File: src/rtl/soc_lfh_pkg.sv
`default_nettype none

package soc_lfh_pkg;

   // Field widths
   localparam int VOLT_W      = 16;
   localparam int HYST_W      = 10;
   localparam int LEVEL_W     = 3;
   localparam int DBC_W       = 2;
   localparam int CSR_IDX_W   = 3;
   localparam int CSR_DATA_W  = 16;
   localparam int THR_REGS    = 5;
   localparam int LEVEL_SLOTS = 1 << LEVEL_W;

   typedef logic [VOLT_W-1:0]  volt_type;
   typedef logic [HYST_W-1:0]  hyst_type;
   typedef logic [LEVEL_W-1:0] level_type;

   // Request function codes
   localparam logic FUNC_ADD  = 1'b0;
   localparam logic FUNC_INIT = 1'b1;

   // Register indexes
   localparam logic [CSR_IDX_W-1:0] CSR_THR_L1    = 3'd0;
   localparam logic [CSR_IDX_W-1:0] CSR_THR_L2    = 3'd1;
   localparam logic [CSR_IDX_W-1:0] CSR_THR_L3    = 3'd2;
   localparam logic [CSR_IDX_W-1:0] CSR_THR_L4    = 3'd3;
   localparam logic [CSR_IDX_W-1:0] CSR_THR_L5    = 3'd4;
   localparam logic [CSR_IDX_W-1:0] CSR_HALF_HYST = 3'd5;

   // Register reset values
   localparam volt_type THR_RESET_L1 = 16'd4620;
   localparam volt_type THR_RESET_L2 = 16'd4970;
   localparam volt_type THR_RESET_L3 = 16'd5180;
   localparam volt_type THR_RESET_L4 = 16'd5390;
   localparam volt_type THR_RESET_L5 = 16'd5600;
   localparam hyst_type HYST_RESET   = 10'd14;

   // Threshold of levels that have no register
   localparam volt_type THR_MAX = 16'hFFFF;

   typedef struct packed {
      logic     func;
      volt_type pack_volt;
   } req_type;

   typedef struct packed {
      level_type level;
      level_type instant_level;
      logic      level_changed;
   } rsp_type;

endpackage

`default_nettype wire

File: src/rtl/soc_level_filter_hysteresis_unit.sv
// Charge-level filter: moving average of pack-voltage samples, quantized to a
// level with hysteresis and debounce.
// Request channel (req_valid / req_stall / req_data): func selects add-sample
// or initialize-window; pack_volt is in 10 mV units. A request is taken
// on an edge with req_valid high and req_stall low.
// Response channel (rsp_valid / rsp_stall / rsp_data): exactly one response
// per request, in order: committed level, instant level, level-changed flag.
// Register port (csr_valid / csr_ready / csr_index / csr_data): csr_ready is
// always high; indexes 0..4 are the level thresholds, 5 the half hysteresis,
// others are ignored. Write registers only while no request is in flight.
// A taken request passes the stage-1, stage-2 and response registers before
// its response is visible. Throughput: one request per cycle, sustained while
// rsp_stall is low. The window lives in a RAM with a registered read; the
// running sum updates in stage 1 and the level decision in stage 2, each once per cycle while not stalled.
// Reset (synchronous): window empty, level 0, no candidate, registers at their
// defaults. No clearing pass is needed.
// A stalled response holds in the output register while the next request is
// still taken; the pipe fills and req_stall rises only when all stages hold.
`default_nettype none

module soc_level_filter_hysteresis_unit #(
   parameter int WINDOW_DEPTH   = 5,
   parameter int LEVEL_COUNT    = 5,
   parameter int DEBOUNCE_LIMIT = 3
) (
   input  logic                                    clock,
   input  logic                                    reset,
   input  logic                                    req_valid,
   output logic                                    req_stall,
   input  soc_lfh_pkg::req_type                    req_data,
   output logic                                    rsp_valid,
   input  logic                                    rsp_stall,
   output soc_lfh_pkg::rsp_type                    rsp_data,
   input  logic                                    csr_valid,
   output logic                                    csr_ready,
   input  logic [soc_lfh_pkg::CSR_IDX_W-1:0]       csr_index,
   input  logic [soc_lfh_pkg::CSR_DATA_W-1:0]      csr_data
);

   import soc_lfh_pkg::*;

   localparam int LEVEL_TOP = (LEVEL_COUNT > 7) ? 7 : LEVEL_COUNT;
   localparam int IDX_W     = (WINDOW_DEPTH > 1) ? $clog2(WINDOW_DEPTH) : 1;
   localparam int CNT_W     = $clog2(WINDOW_DEPTH + 1);
   localparam int SUM_W     = $clog2(WINDOW_DEPTH * ((1 << VOLT_W) - 1) + 1);
   localparam int PROD_W    = CNT_W + VOLT_W;
   localparam int HCNT_W    = CNT_W + HYST_W;
   localparam int CMP_W     = PROD_W + 1;

   localparam logic [IDX_W-1:0] IDX_LAST  = IDX_W'(WINDOW_DEPTH - 1);
   localparam logic [CNT_W-1:0] CNT_FULL  = CNT_W'(WINDOW_DEPTH);
   localparam logic [CNT_W-1:0] CNT_ONE   = CNT_W'(1);
   localparam logic [DBC_W-1:0] DBC_LIMIT = DBC_W'(DEBOUNCE_LIMIT);
   localparam logic [DBC_W-1:0] DBC_ONE   = DBC_W'(1);

   // Configuration registers
   volt_type thr_ff [THR_REGS];
   hyst_type hyst_ff;
   volt_type thr_slot [LEVEL_SLOTS];

   // Window bookkeeping
   logic [CNT_W-1:0] fill_ff;
   logic [CNT_W-1:0] fill_in;
   logic [IDX_W-1:0] wr_idx_ff;
   logic             since_init_ff;
   volt_type         init_val_ff;
   logic [SUM_W-1:0] sum_ff;
   logic [SUM_W-1:0] sum_in;

   // Stage 0
   logic             acc;
   logic             is_init0;
   logic             evict0;
   logic [CNT_W-1:0] cnt0;

   // Stage 1: RAM data returns, running sum updates
   logic              s1_valid_ff;
   logic              s1_init_ff;
   logic              s1_evict_ff;
   logic              s1_use_init_ff;
   volt_type          s1_init_val_ff;
   logic [IDX_W-1:0]  s1_addr_ff;
   volt_type          s1_v_ff;
   logic [PROD_W-1:0] s1_prod_ff [LEVEL_SLOTS];
   logic [HCNT_W-1:0] s1_hcnt_ff;
   logic              fwd_ff;
   logic              fwd_in;
   volt_type          fwd_data_ff;
   volt_type          ram_rd_data;
   volt_type          old1;
   logic [SUM_W-1:0]  cmp_sum1;
   logic              mv1;

   // Stage 2: quantize and debounce
   logic              s2_valid_ff;
   logic              s2_init_ff;
   logic [SUM_W-1:0]  s2_sum_ff;
   logic [PROD_W-1:0] s2_prod_ff [LEVEL_SLOTS];
   logic [HCNT_W-1:0] s2_hcnt_ff;
   level_type         raw_in;
   level_type         raw_up;
   logic              rise_ok;
   logic              fall_ok;
   logic              mv2;

   // Level state
   level_type         level_ff;
   level_type         level_in;
   logic              cand_valid_ff;
   logic              cand_valid_in;
   level_type         cand_level_ff;
   level_type         cand_level_in;
   logic [DBC_W-1:0]  cand_hits_ff;
   logic [DBC_W-1:0]  cand_hits_in;
   logic              changed_in;

   // Response register
   logic              rsp_valid_ff;
   rsp_type           rsp_data_ff;
   logic              out_ready;

   // Register writes
   assign csr_ready = 1'b1;

   always_ff @(posedge clock) begin
      if (reset) begin
         thr_ff[0] <= THR_RESET_L1;
         thr_ff[1] <= THR_RESET_L2;
         thr_ff[2] <= THR_RESET_L3;
         thr_ff[3] <= THR_RESET_L4;
         thr_ff[4] <= THR_RESET_L5;
         hyst_ff   <= HYST_RESET;
      end else if (csr_valid && csr_ready) begin
         case (csr_index)
            CSR_HALF_HYST: hyst_ff <= csr_data[HYST_W-1:0];
            default: begin
               if (csr_index inside {[CSR_THR_L1:CSR_THR_L5]}) begin
                  thr_ff[csr_index] <= csr_data;
               end
            end
         endcase
      end
   end

   // Threshold of each level slot; slot 0 is unused
   for (genvar k = 0; k < LEVEL_SLOTS; k++) begin : g_thr
      if (k == 0) begin : g_zero
         assign thr_slot[k] = '0;
      end else if (k <= THR_REGS) begin : g_reg
         assign thr_slot[k] = thr_ff[k-1];
      end else begin : g_max
         assign thr_slot[k] = THR_MAX;
      end
   end

   // Handshake across the pipe
   assign out_ready = !rsp_valid_ff || !rsp_stall;
   assign mv2       = s2_valid_ff && out_ready;
   assign mv1       = s1_valid_ff && (!s2_valid_ff || mv2);
   assign req_stall = s1_valid_ff && !mv1;
   assign acc       = req_valid && !req_stall;

   // Stage 0: advance window pointers, precompute count-scaled thresholds
   assign is_init0 = (req_data.func == FUNC_INIT);
   assign evict0   = (fill_ff == CNT_FULL);
   assign fill_in  = evict0 ? fill_ff : fill_ff + CNT_ONE;
   assign cnt0     = is_init0 ? CNT_ONE : fill_in;

   always_ff @(posedge clock) begin
      if (reset) begin
         fill_ff       <= '0;
         wr_idx_ff     <= '0;
         since_init_ff <= 1'b0;
      end else if (acc) begin
         if (is_init0) begin
            fill_ff       <= CNT_FULL;
            wr_idx_ff     <= '0;
            since_init_ff <= 1'b1;
         end else begin
            fill_ff <= fill_in;
            if (wr_idx_ff == IDX_LAST) begin
               wr_idx_ff     <= '0;
               since_init_ff <= 1'b0;
            end else begin
               wr_idx_ff <= wr_idx_ff + IDX_W'(1);
            end
         end
      end
   end

   always_ff @(posedge clock) begin
      if (acc && is_init0) begin
         init_val_ff <= req_data.pack_volt;
      end
   end

   // Forward the value written this edge when it is the entry being read
   assign fwd_in = mv1 && !s1_init_ff && (s1_addr_ff == wr_idx_ff);

   always_ff @(posedge clock) begin
      if (reset) begin
         s1_valid_ff <= 1'b0;
      end else if (acc) begin
         s1_valid_ff <= 1'b1;
      end else if (mv1) begin
         s1_valid_ff <= 1'b0;
      end
   end

   always_ff @(posedge clock) begin
      if (acc) begin
         s1_init_ff     <= is_init0;
         s1_evict_ff    <= evict0;
         s1_use_init_ff <= since_init_ff;
         s1_init_val_ff <= init_val_ff;
         s1_addr_ff     <= wr_idx_ff;
         s1_v_ff        <= req_data.pack_volt;
         s1_hcnt_ff     <= HCNT_W'(cnt0) * HCNT_W'(hyst_ff);
         fwd_ff         <= fwd_in;
         fwd_data_ff    <= s1_v_ff;
         for (int k = 0; k < LEVEL_SLOTS; k++) begin
            s1_prod_ff[k] <= PROD_W'(cnt0) * PROD_W'(thr_slot[k]);
         end
      end
   end

   soc_lfh_ram #(
      .WIDTH (VOLT_W),
      .DEPTH (WINDOW_DEPTH)
   ) u_window_ram (
      .clock   (clock),
      .wr_en   (mv1 && !s1_init_ff),
      .wr_addr (s1_addr_ff),
      .wr_data (s1_v_ff),
      .rd_en   (acc && !is_init0),
      .rd_addr (wr_idx_ff),
      .rd_data (ram_rd_data)
   );

   // Stage 1: pick the evicted sample, update the running sum
   always_comb begin
      if (s1_use_init_ff) begin
         old1 = s1_init_val_ff;
      end else if (fwd_ff) begin
         old1 = fwd_data_ff;
      end else begin
         old1 = ram_rd_data;
      end

      if (s1_init_ff) begin
         sum_in   = SUM_W'(s1_v_ff) * SUM_W'(WINDOW_DEPTH);
         cmp_sum1 = SUM_W'(s1_v_ff);
      end else begin
         if (s1_evict_ff) begin
            sum_in = sum_ff - SUM_W'(old1) + SUM_W'(s1_v_ff);
         end else begin
            sum_in = sum_ff + SUM_W'(s1_v_ff);
         end
         cmp_sum1 = sum_in;
      end
   end

   always_ff @(posedge clock) begin
      if (reset) begin
         sum_ff      <= '0;
         s2_valid_ff <= 1'b0;
      end else begin
         if (mv1) begin
            sum_ff      <= sum_in;
            s2_valid_ff <= 1'b1;
         end else if (mv2) begin
            s2_valid_ff <= 1'b0;
         end
      end
   end

   always_ff @(posedge clock) begin
      if (mv1) begin
         s2_init_ff <= s1_init_ff;
         s2_sum_ff  <= cmp_sum1;
         s2_hcnt_ff <= s1_hcnt_ff;
         for (int k = 0; k < LEVEL_SLOTS; k++) begin
            s2_prod_ff[k] <= s1_prod_ff[k];
         end
      end
   end

   // Stage 2: quantize the average, check margins
   always_comb begin
      raw_in = '0;
      for (int k = 1; k <= LEVEL_TOP; k++) begin
         if (CMP_W'(s2_sum_ff) >= CMP_W'(s2_prod_ff[LEVEL_W'(k)])) begin
            raw_in = LEVEL_W'(k);
         end
      end
      raw_up  = raw_in + LEVEL_W'(1);
      rise_ok = CMP_W'(s2_sum_ff) >= CMP_W'(s2_prod_ff[raw_in]) + CMP_W'(s2_hcnt_ff);
      fall_ok = CMP_W'(s2_sum_ff) + CMP_W'(s2_hcnt_ff) <= CMP_W'(s2_prod_ff[raw_up]);
   end

   // Debounce: track candidate, commit after enough agreeing requests
   always_comb begin
      level_in      = level_ff;
      cand_valid_in = cand_valid_ff;
      cand_level_in = cand_level_ff;
      cand_hits_in  = cand_hits_ff;
      changed_in    = 1'b0;

      if (s2_init_ff) begin
         level_in      = raw_in;
         cand_valid_in = 1'b0;
         cand_level_in = '0;
         cand_hits_in  = '0;
         changed_in    = (raw_in != level_ff);
      end else if (raw_in == level_ff) begin
         cand_valid_in = 1'b0;
         cand_level_in = '0;
         cand_hits_in  = '0;
      end else if (!cand_valid_ff || (cand_level_ff != raw_in)) begin
         cand_valid_in = 1'b1;
         cand_level_in = raw_in;
         cand_hits_in  = DBC_ONE;
      end else if ((raw_in > level_ff) ? rise_ok : fall_ok) begin
         if (cand_hits_ff + DBC_ONE >= DBC_LIMIT) begin
            level_in      = cand_level_ff;
            cand_valid_in = 1'b0;
            cand_level_in = '0;
            cand_hits_in  = '0;
            changed_in    = 1'b1;
         end else begin
            cand_hits_in = cand_hits_ff + DBC_ONE;
         end
      end else begin
         // margin failed: keep the candidate, restart its count
         cand_hits_in = '0;
      end
   end

   always_ff @(posedge clock) begin
      if (reset) begin
         level_ff      <= '0;
         cand_valid_ff <= 1'b0;
         cand_level_ff <= '0;
         cand_hits_ff  <= '0;
         rsp_valid_ff  <= 1'b0;
      end else begin
         if (mv2) begin
            level_ff      <= level_in;
            cand_valid_ff <= cand_valid_in;
            cand_level_ff <= cand_level_in;
            cand_hits_ff  <= cand_hits_in;
            rsp_valid_ff  <= 1'b1;
         end else if (!rsp_stall) begin
            rsp_valid_ff <= 1'b0;
         end
      end
   end

   always_ff @(posedge clock) begin
      if (mv2) begin
         rsp_data_ff.level         <= level_in;
         rsp_data_ff.instant_level <= raw_in;
         rsp_data_ff.level_changed <= changed_in;
      end
   end

   assign rsp_valid = rsp_valid_ff;
   assign rsp_data  = rsp_data_ff;

endmodule

`default_nettype wire

File: src/rtl/soc_lfh_ram.sv
`default_nettype none

module soc_lfh_ram #(
   parameter int WIDTH = 16,
   parameter int DEPTH = 5
) (
   input  logic                                        clock,
   input  logic                                        wr_en,
   input  logic [((DEPTH > 1) ? $clog2(DEPTH) : 1)-1:0] wr_addr,
   input  logic [WIDTH-1:0]                            wr_data,
   input  logic                                        rd_en,
   input  logic [((DEPTH > 1) ? $clog2(DEPTH) : 1)-1:0] rd_addr,
   output logic [WIDTH-1:0]                            rd_data
);

   logic [WIDTH-1:0] mem_ff [DEPTH];

   // Write port
   always_ff @(posedge clock) begin
      if (wr_en) begin
         mem_ff[wr_addr] <= wr_data;
      end
   end

   // Registered read port, old data on a same-address write
   always_ff @(posedge clock) begin
      if (rd_en) begin
         rd_data <= mem_ff[rd_addr];
      end
   end

endmodule

`default_nettype wire

File: config.mk
export PLATFORM = sky130hd
export DESIGN_NAME = soc_level_filter_hysteresis_unit
export DESIGN_NICKNAME = d
export VERILOG_FILES = /design/src/rtl/soc_lfh_pkg.sv /design/src/rtl/soc_level_filter_hysteresis_unit.sv /design/src/rtl/soc_lfh_ram.sv
export SDC_FILE = /design/constraint.sdc
export NUM_CORES = 2
export LEC_CHECK = 0
export BUFFER_PORTS_ARGS = -buffer_cell sky130_fd_sc_hd__buf_2
export CAP_MARGIN = 30
export CORE_MARGIN = 3
export CORE_UTILIZATION = 50
export CTS_BUF_LIST = sky130_fd_sc_hd__clkbuf_8 sky130_fd_sc_hd__clkbuf_16
export DETAILED_ROUTE_END_ITERATION = 10
export HOLD_SLACK_MARGIN = 0.15
export PLACE_DENSITY = 0.65
export SLEW_MARGIN = 20
export SYNTH_ARGS = -nofsm -noshare
export SYNTH_HDL_FRONTEND = slang
export SYNTH_SLANG_ARGS = --single-unit
File: constraint.sdc
create_clock -name clock -period 11.1 [get_ports clock]
set_input_delay 1.11 -clock clock [delete_from_list [all_inputs] [get_ports clock]]
set_output_delay 1.11 -clock clock [all_outputs]
set_load 0.03 [all_outputs]
==> impl_results.html <==
<table>
<tr><th>Metric</th><th>Value</th></tr>
<tr><th colspan="2">Run status</th></tr>
<tr><td>Run status</td><td>finished clean</td></tr>
<tr><th colspan="2">Routing</th></tr>
<tr><td>Drt drc</td><td>0</td></tr>
<tr><td>Average detailed-routed wire length per instance</td><td>21.5 µm</td></tr>
<tr><td>Final ANT Viol Nets</td><td>0</td></tr>
<tr><td>Detail-routed via count per cell</td><td>~5.7</td></tr>
<tr><td>Number of vias in the routed layout</td><td>24800</td></tr>
<tr><td>Routed WL</td><td>about 95000 µm</td></tr>
<tr><td>1st-iter DRT viols</td><td>just over 2000</td></tr>
<tr><td>Initial DRT Pass Iterations</td><td>5</td></tr>
<tr><th colspan="2">Worst setup path</th></tr>
<tr><td>Crit path largest cell delay</td><td>between 0.7 and 0.8 ns</td></tr>
<tr><td>Capturing element of the worst setup path</td><td>rsp_data[4]</td></tr>
<tr><td>Kind of start point of the critical path</td><td>flip-flop</td></tr>
<tr><td>Critical-path cell with the highest stage delay</td><td>edfxtp_1</td></tr>
<tr><td>Worst EP arrival</td><td>roughly 9.4 ns</td></tr>
<tr><td>Worst Path Class, Setup</td><td>flip-flop to flip-flop</td></tr>
<tr><td>Setup slack on the worst flop-to-flop path</td><td>about 2.1 ns</td></tr>
<tr><td>Req. time, crit path</td><td>between 10 and 15 ns</td></tr>
<tr><td>Depth of the worst register-to-register path</td><td>41</td></tr>
<tr><td>Crit. Startpoint</td><td>s2_sum_ff[13]</td></tr>
<tr><td>Cell seen most often among critical-path stages</td><td>o21ai_0</td></tr>
<tr><td>Worst reg2reg path startpoint</td><td>s2_sum_ff[13]</td></tr>
<tr><td>R2r endpoint</td><td>rsp_data[4]</td></tr>
<tr><td>Worst-path fanout max</td><td>18</td></tr>
<tr><td>Kind of end point of the critical path</td><td>flip-flop</td></tr>
<tr><th colspan="2">Place</th></tr>
<tr><td>Total of buffers placed on input and output ports</td><td>between 40 and 50</td></tr>
<tr><td>Instance area at placement</td><td>roughly 37000 µm²</td></tr>
<tr><td>Placer Congestion</td><td>slightly above 0.9</td></tr>
<tr><td>Cells after DPL</td><td>between 4000 and 5000</td></tr>
<tr><td>Estimated wirelength of the detail-placed design</td><td>about 72000 µm</td></tr>
<tr><th colspan="2">Clock tree</th></tr>
<tr><td>Clock buffer depth</td><td>3</td></tr>
<tr><td>Root Buffer</td><td>clkbuf_16</td></tr>
<tr><td>Hold buffer count at cts</td><td>0</td></tr>
<tr><td>CTS clock-pin slew for the worst setup and hold paths</td><td>0.06 ns</td></tr>
<tr><td>Total clock buffers created by CTS</td><td>60</td></tr>
<tr><td>TritonCTS clock tree</td><td>done</td></tr>
<tr><td>Depth of the CTS H-tree</td><td>2</td></tr>
<tr><td>Count of instances resized after the clock tree is built</td><td>0</td></tr>
<tr><td>Buffer count from post-CTS setup fixing</td><td>0</td></tr>
<tr><td>CTS sink cnt</td><td>about 560</td></tr>
<tr><td>Insertion delay to the later sink of the worst-skew pair</td><td>~0.66 ns</td></tr>
<tr><th colspan="2">Synth</th></tr>
<tr><td>Number of synthesized flops with an enable pin</td><td>510</td></tr>
<tr><td>Proportion of synthesized chip area in sequential cells</td><td>45.9%</td></tr>
<tr><td>Cell type contributing the most total cell area after synthesis</td><td>edfxtp_1</td></tr>
<tr><td>Count of state elements after synthesis</td><td>~560</td></tr>
<tr><td>Most frequently used flop master after synthesis</td><td>edfxtp_1</td></tr>
<tr><td>Largest cells by area after synthesis</td><td>edfxtp_1, ha_1, fa_1</td></tr>
<tr><td>Post-synthesis average cell area</td><td>roughly 11 µm²</td></tr>
<tr><td>Total number of yosys warnings</td><td>0</td></tr>
<tr><td>Combined area of all synthesized cells</td><td>approximately 35000 µm²</td></tr>
<tr><td>Synthesized Nets</td><td>roughly 3800</td></tr>
<tr><td>Number of library cell types mapped by synthesis</td><td>83</td></tr>
<tr><td>Synth async-reset ratio</td><td>0%</td></tr>
<tr><td>Share of Yosys cell area claimed by the top area cell type</td><td>between 40% and 50%</td></tr>
<tr><td>Cell count after synthesis</td><td>3341</td></tr>
<tr><th colspan="2">GRT</th></tr>
<tr><td>Most utilized layer in the global route result</td><td>met2</td></tr>
<tr><td>Initial antenna violation count</td><td>0</td></tr>
<tr><td>Met2 Track Usage GR</td><td>between 30% and 40%</td></tr>
<tr><td>Wire length of the first global-routing pass</td><td>145000 µm</td></tr>
<tr><td>Overall routing resource usage</td><td>approximately 26%</td></tr>
<tr><td>M1 GR Usage</td><td>a little over a third</td></tr>
<tr><td>Met3 Use GR</td><td>5.23%</td></tr>
<tr><td>Largest net degree at the start of global routing</td><td>106</td></tr>
<tr><td>Via count of the first global-routing pass</td><td>roughly 25000</td></tr>
<tr><td>Overflow left after global routing</td><td>0</td></tr>
<tr><th colspan="2">Die</th></tr>
<tr><td>Cell Rows</td><td>97</td></tr>
<tr><td>Placeable core region</td><td>approximately 70000 µm²</td></tr>
<tr><td>X dimension of the die</td><td>approximately 270 µm</td></tr>
<tr><td>Initial core utilization</td><td>between 50% and 60%</td></tr>
<tr><td>Die boundary height</td><td>about 270 µm</td></tr>
<tr><td>Top Ports</td><td>a little over 50</td></tr>
<tr><td>Area of the die</td><td>74200 µm²</td></tr>
<tr><th colspan="2">STA</th></tr>
<tr><td>Tightest Pin Transition</td><td>slightly above 0.9 ns</td></tr>
<tr><td>Final slew viol count</td><td>0</td></tr>
<tr><td>Min cycle time layout</td><td>~9.0 ns</td></tr>
<tr><td>RSZ-0062 raised after global routing</td><td>no</td></tr>
<tr><td>Final TNS setup</td><td>0 ns</td></tr>
<tr><td>Setup violation total in the final timing report</td><td>0</td></tr>
<tr><td>Portion of the clock cycle consumed by the worst path in the final layout</td><td>a little over 80%</td></tr>
<tr><td>Post-route clock skew</td><td>about 0.031 ns</td></tr>
<tr><td>Hold Fails Final Rpt</td><td>0</td></tr>
<tr><td>Slew Limit Headroom</td><td>36.9%</td></tr>
<tr><td>Maximum operating frequency</td><td>approximately 110 MHz</td></tr>
<tr><th colspan="2">Hold path</th></tr>
<tr><td>Worst hold path stage count</td><td>0</td></tr>
<tr><td>Type of the most critical hold path</td><td>flip-flop to flip-flop</td></tr>
<tr><th colspan="2">Pwr</th></tr>
<tr><td>Pwr per Cell Area</td><td>approximately 170 nW/µm²</td></tr>
<tr><td>Pleak</td><td>16.7 nW</td></tr>
<tr><td>Peak ir drop on the vdd network</td><td>between 0.0001 and 0.00015 V</td></tr>
<tr><th colspan="2">Layout</th></tr>
<tr><td>Share of post-route cells with drive strength above 1</td><td>7.57%</td></tr>
<tr><td>Total Nets Final</td><td>between 3000 and 4000</td></tr>
<tr><td>Number of non-filler instances in the completed layout</td><td>~4400</td></tr>
<tr><td>P&amp;R area growth vs syn</td><td>10.2%</td></tr>
<tr><td>Highest-count cells in the layout ignoring fill and taps</td><td>edfxtp_1, nand2_1, inv_1, ha_1, a21oi_1</td></tr>
<tr><td>Most common library cell in the layout ignoring fill and taps</td><td>edfxtp_1</td></tr>
<tr><td>Cell area after layout</td><td>between 30000 and 40000 µm²</td></tr>
<tr><td>Utilization of the core after routing</td><td>about 56%</td></tr>
<tr><th colspan="2">Flow run</th></tr>
<tr><td>Max-capacitance violation count</td><td>0</td></tr>
</table>
## worst min-delay path by stage
stage                                  from            endpoint  slack [ns]
after CTS                     s1_hcnt_ff[2]       s2_hcnt_ff[2]        0.42
final                         s1_hcnt_ff[2]       s2_hcnt_ff[2]        0.42
after global routing      s1_prod_ff[0][72]   s2_prod_ff[3][15]        0.42
after floorplan              init_val_ff[0]   s1_init_val_ff[0]        0.40
after detailed placement      s1_hcnt_ff[2]       s2_hcnt_ff[2]        0.40
after global placement      init_val_ff[11]  s1_init_val_ff[11]        0.40
## layout make-up
type                       count  area [µm²]
antenna                        1        2.50
clock buffer                  60        1500
clock inverter                53         618
fill                        6057       31000
inverter                     416        1570
multi-input combinational   2271       17300
sequential                   558       16300
tap                          940        1180
timing repair buffer          91         651
## where the power goes
| group | internal, W | leakage, nW | switching [W] |
|---|---|---|---|
| Combinational | 0.000691 | 10.4 | 0.00111 |
| Clock | 0.00123 | 1.05 | 0.000887 |
| Sequential | 0.00250 | 5.27 | 0.000136 |
## state kept, by name (all words and copies together), names as in the netlist, 10 cells and up
signal	count
u_window_ram.mem_ff	80
s2_hcnt_ff	13
hyst_ff	10
s2_sum_ff	19
fwd_data_ff	16
s1_v_ff	16
s1_hcnt_ff	13
s1_prod_ff	105
s2_prod_ff	105
init_val_ff	16
sum_ff	19
u_window_ram.rd_data	16
s1_init_val_ff	16
thr_ff	80
## metal layers
metal,share of wire [%],up-vias,wire length (µm)
li1,-,11800,-
met1,45,12100,43000
met2,44,718,41300
met3,7.4,144,7010
met4,3.4,0,3250
met5,0,-,0
## cells in the mapped netlist (21+ instances only)
master and instances:
and2_1 112, or3_1 21, ha_1 339, inv_1 411, fa_1 112, and3_1 21
nand2b_1 35, nor3_1 44, xnor2_1 108, dfxtp_1 48, mux2i_1 48, a21boi_0 21
xor2_1 30, nand2_1 440, a21oi_1 221, a211oi_1 30, nor2b_1 23, o21ai_0 168
edfxtp_1 510, nor2_1 154, nand3_1 40, clkbuf_1 86, a21o_1 46
## critical path: cells and delay by family (launching register included)
kind | cells | cell delay, ns
AO/OA/AOI/OAI | 23 | 4.41
AND/OR/NAND/NOR | 10 | 1.67
adder cells (fa/ha/maj) | 4 | 1.29
flip-flops | 1 | 0.71
buffers and inverters | 3 | 0.58
XOR/XNOR | 1 | 0.08
## per-stage QoR
step | hold slack [ns] | setup WS, ns | total power [W]
final | 0.417 | 2.08 | 0.00656
after global routing | 0.421 | 1.37 | 0.00692
after CTS | 0.417 | 2.20 | 0.00658
after detailed placement | 0.405 | 2.21 | 0.00446
after global placement | 0.400 | 2.32 | 0.00441
after floorplan | 0.400 | 3.54 | 0.00388
## logic make-up after synthesis
kind of cell	share of synthesized area [%]
other	0.0106
xor gates and xnor gates	3.41
muxes	2.91
and+or+nand+nor	12.1
buffers and inverters	5.46
adders and majority gates	18.3
AOI/OAI and AO/OA	12.0
DFF	45.9
Note: power is estimated with default switching activity, not from simulation.
